## src/hdl/tsw_ram.sv

```systemverilog
// ----------------------------------------------------------------------------
// tsw_ram: generic single-write, single-read RAM.
// The read data is registered and holds while the read enable is low.
// ----------------------------------------------------------------------------
module tsw_ram #(
  parameter int WIDTH = 8,
  parameter int DEPTH = 256
) (
  input  logic                     clk,
  input  logic                     we,
  input  logic [$clog2(DEPTH)-1:0] waddr,
  input  logic [WIDTH-1:0]         wdata,
  input  logic                     re,
  input  logic [$clog2(DEPTH)-1:0] raddr,
  output logic [WIDTH-1:0]         rdata_r
);

  logic [WIDTH-1:0] mem [DEPTH];

  always_ff @(posedge clk) begin
    if (we) begin
      mem[waddr] <= wdata;
    end
    if (re) begin
      rdata_r <= mem[raddr];
    end
  end

endmodule

```

## config.mk

```make
export PLATFORM = sky130hd
export DESIGN_NAME = tsw_ram
export DESIGN_NICKNAME = d
export VERILOG_FILES = /design/src/hdl/tsw_ram.sv
export SDC_FILE = /design/constraint.sdc
export NUM_CORES = 2
export LEC_CHECK = 0
export BUFFER_PORTS_ARGS = -buffer_cell sky130_fd_sc_hd__buf_4
export CAP_MARGIN = 20
export CELL_PAD_IN_SITES_DETAIL_PLACEMENT = 1
export CELL_PAD_IN_SITES_GLOBAL_PLACEMENT = 2
export CORE_ASPECT_RATIO = 1.25
export CORE_MARGIN = 5
export CORE_UTILIZATION = 51
export CTS_BUF_LIST = sky130_fd_sc_hd__clkbuf_16
export CTS_CLUSTER_DIAMETER = 60
export CTS_CLUSTER_SIZE = 12
export DETAILED_ROUTE_END_ITERATION = 6
export PLACE_DENSITY = 0.88
export SKIP_CTS_REPAIR_TIMING = 1
export SKIP_LAST_GASP = 1
export SLEW_MARGIN = 25
export SYNTH_ARGS = -nofsm -noshare
export SYNTH_HDL_FRONTEND = slang
export SYNTH_SLANG_ARGS = --single-unit
```

## constraint.sdc

```tcl
create_clock -name clk -period 3.8 [get_ports clk]
set_clock_uncertainty 0.2 [all_clocks]
set_input_delay 0.76 -clock clk [delete_from_list [all_inputs] [get_ports clk]]
set_output_delay 0.76 -clock clk [all_outputs]
set_load 0.05 [all_outputs]
```

==> metrics <==
Pre-Repair DR Iteration Count=6; Std-Cell Rows=162; register share of total power=56.3%; Worst Hold Class=input port to flip-flop; NumNets Final=4233; Final Hold Fails=0; sw power=9.59 mW; vias in the first global route=45100; largest net degree at the start of global routing=119; Clk pwr share=37.9%; outcome=finished, violations left; PortBufs=34; Placer Congestion=0.863; pins over their slew limit=0; Yosys reg bits=2056; placed cell area=85400 sq um; delay-heaviest family, CP=compound AO/OA/AOI/OAI gates; mapped cell area=79600 sq um; asr flop ratio synth=0%; failing checks=negative setup slack; Mean Syn Cell Area=21.3 sq um; startpoint types=input port; Worst path max stage delay=930 ps; Max Fclk=0.258 GHz; antenna violations before repair=8; post-route core utilization=58.1%; Die X=363 microns; area grow syn2layout=13.6%; Starting Density=51.2%; CTS tree=done; Longest Clk Path Bufs=3; hold path startpoint=re; clock-pin slew on the worst setup and hold paths=60 ps; r2r startpoint=mem[208][5]$_DFFE_PP_; first-pass GRT wire length=332000 microns; DRT iter0 DRCs=6049; Post-synth EDFFs=2056; Worst slew margin=19.3%; Worst Setup End Kind=flip-flop; slowest CP cell=a221oi_1; count of cell types in the netlist=54; Core ar.=156000 sq um; minimum clock period after layout=3880 ps; critical path class=input port to flip-flop; CP Data Arrival Time=4260 ps; final instance area=90400 sq um; DRC Markers=0; combinational share of power=5.8%; period utilisation layout=102%; largest cells by area after synthesis=edfxtp_1, mux4_2, mux2i_1; final wirelength=230000 microns; RSZ-0062 raised after global routing=no; Wirelength per Cell=36.6 microns; final setup vio count=1; CTS Sinks=2056; Power Total=44.5 mW; die area=164000 sq um; cts bufs inserted=189; IO Count=35; max-cap violations=0; syn_nets=3760; biggest area consumer among synthesized cells=edfxtp_1; vias per cell=6.74; Critical Path Fanout Max=53; IR drop worst, VDD=533 uV; internal power=34.9 mW; Post-synth top flop=edfxtp_1; Worst path most repeated cell=buf_4; synth cell count leaders=edfxtp_1, mux4_2, nor2_1, mux2i_1, a22oi_1; post-DP HPWL=144000 microns; GR Util All Layers=28.2%; H-tree Lvls=4; Pleak=28.6 nW; Die H=452 microns; Yosys warnings=0; Post-DRT Antenna Nets=0; top-count cell post-synth=edfxtp_1; Required @ worst endpoint=4190 ps; Seq/Total Area, Yosys=77.5%; total gr overflow=0; Switching Fraction=21.6%; layout cells sized above 1=28.4%; Critical Path, Cell by Cell=buf_8, buf_12, buf_4, mux4_2, a221oi_1, o32ai_1, nor3_1, buf_4, nor4_1; Worst Tran Pin Value=1200 ps; Crit path buffers/inverters=4; origin of the worst setup path=raddr[1]; vias=42300; Clock Latency Late Sink=850 ps; Power Density=492 nW/um^2; PnR worst setup slack=-77.3 ps; Root Buffer=clkbuf_16; Synth top area share=77.5%; Mapped Cells=3733
## routing by layer
layer / up-vias / wire length, microns / track usage, %
met5: - / 61 / 0
met4: 8 / 13900 / 14.2
met3: 674 / 22000 / 6.20
met2: 2883 / 116000 / 47.5
met1: 22300 / 77700 / 34.7
li1: 16500 / - / -
## worst register-to-register path: stages (launching register included)
cell,delay [ps]
edfxtp_1,400
mux4_2,520
a22o_1,290
a221oi_1,850
o32ai_1,420
nor3_1,280
buf_4,190
nor4_1,60
## placed cells by master (no fill, tap or decap), types with 3 or more instances in the layout
cell,synthesis,routed
clkbuf_8,0,6
buf_4,27,450
nor4_1,24,21
buf_8,13,4
a22oi_1,133,133
o221ai_1,46,46
nor2_1,282,279
o21ai_0,10,10
a22o_1,8,8
nand2_1,33,33
nand3_1,34,34
a211oi_1,16,16
mux2i_1,134,134
nand2b_1,8,8
o22ai_1,28,28
o22a_1,5,5
nor4_2,3,6
diode_2,0,5
clkbuf_16,0,193
clkinv_8,0,3
nand4_1,10,10
or2_2,4,4
inv_6,0,5
mux4_2,454,454
nor3_1,22,21
o32ai_1,4,4
and2_1,6,6
a221oi_1,13,13
buf_12,8,55
a21oi_1,96,96
edfxtp_1,2056,2056
o211ai_1,10,10
nor2b_1,31,28
## path summary, 6_finish.rpt
path / end / slack [ps] / cells after the start
max: rdata_r[5]$_DFFE_PP_ / -80 / 9
min: rdata_r[6]$_DFFE_PP_ / 120 / 1
max reg2reg: rdata_r[5]$_DFFE_PP_ / 360 / 7
min reg2reg: rdata_r[1]$_DFFE_PP_ / 1070 / 6
## metrics by stage
| stage | worst slack [ps] | setup TNS [ps] | hold slack (ps) | std cells |
|---|---|---|---|---|
| 2_1_floorplan | 764 | 0 | 659 | 3733 |
| 3_3_place_gp | -798 | -3520 | 954 | 6065 |
| 3_5_place_dp | -827 | -3690 | 952 | 6065 |
| 4_1_cts | -21.6 | -21.6 | 61.0 | 6272 |
| 5_1_grt | 80.6 | 0 | 80.5 | 6273 |
| 6_report | -77.3 | -77.3 | 124 | 6277 |
## cell families after synthesis
kind of cell,Yosys count,share of synthesized area [%]
mux,591,14.6
compound gates,385,3.42
flops,2056,77.5
buf+inv,235,1.83
simple gates,466,2.63
## registers in the layout, summed over array words and instances (netlist names)
name and cells:
rdata_r 8, mem 2048
## area by class of cell
type                            instances  area, sq um
Tap cell                             2050         2560
Fill cell                           13100        65200
Clock inverter                         14          176
Timing Repair Buffer                  515         4620
Clock buffer                          193         4830
Antenna cell                            5         12.5
Multi-Input combinational cell       1442        16500
Inverter                                2         7.51
Sequential cell                      2056        61700
## power by group through the flow
stage / combinational, mW / clock, mW / sequential, mW
detailed placement: 2.52 / 0 / 25.5
global placement: 2.40 / 0 / 25.5
global route: 2.65 / 18.1 / 25.0
floorplan: 1.21 / 0 / 25.5
finish: 2.58 / 16.9 / 25.0
CTS: 2.56 / 17.0 / 25.0
(Power assumes the default switching activity.)
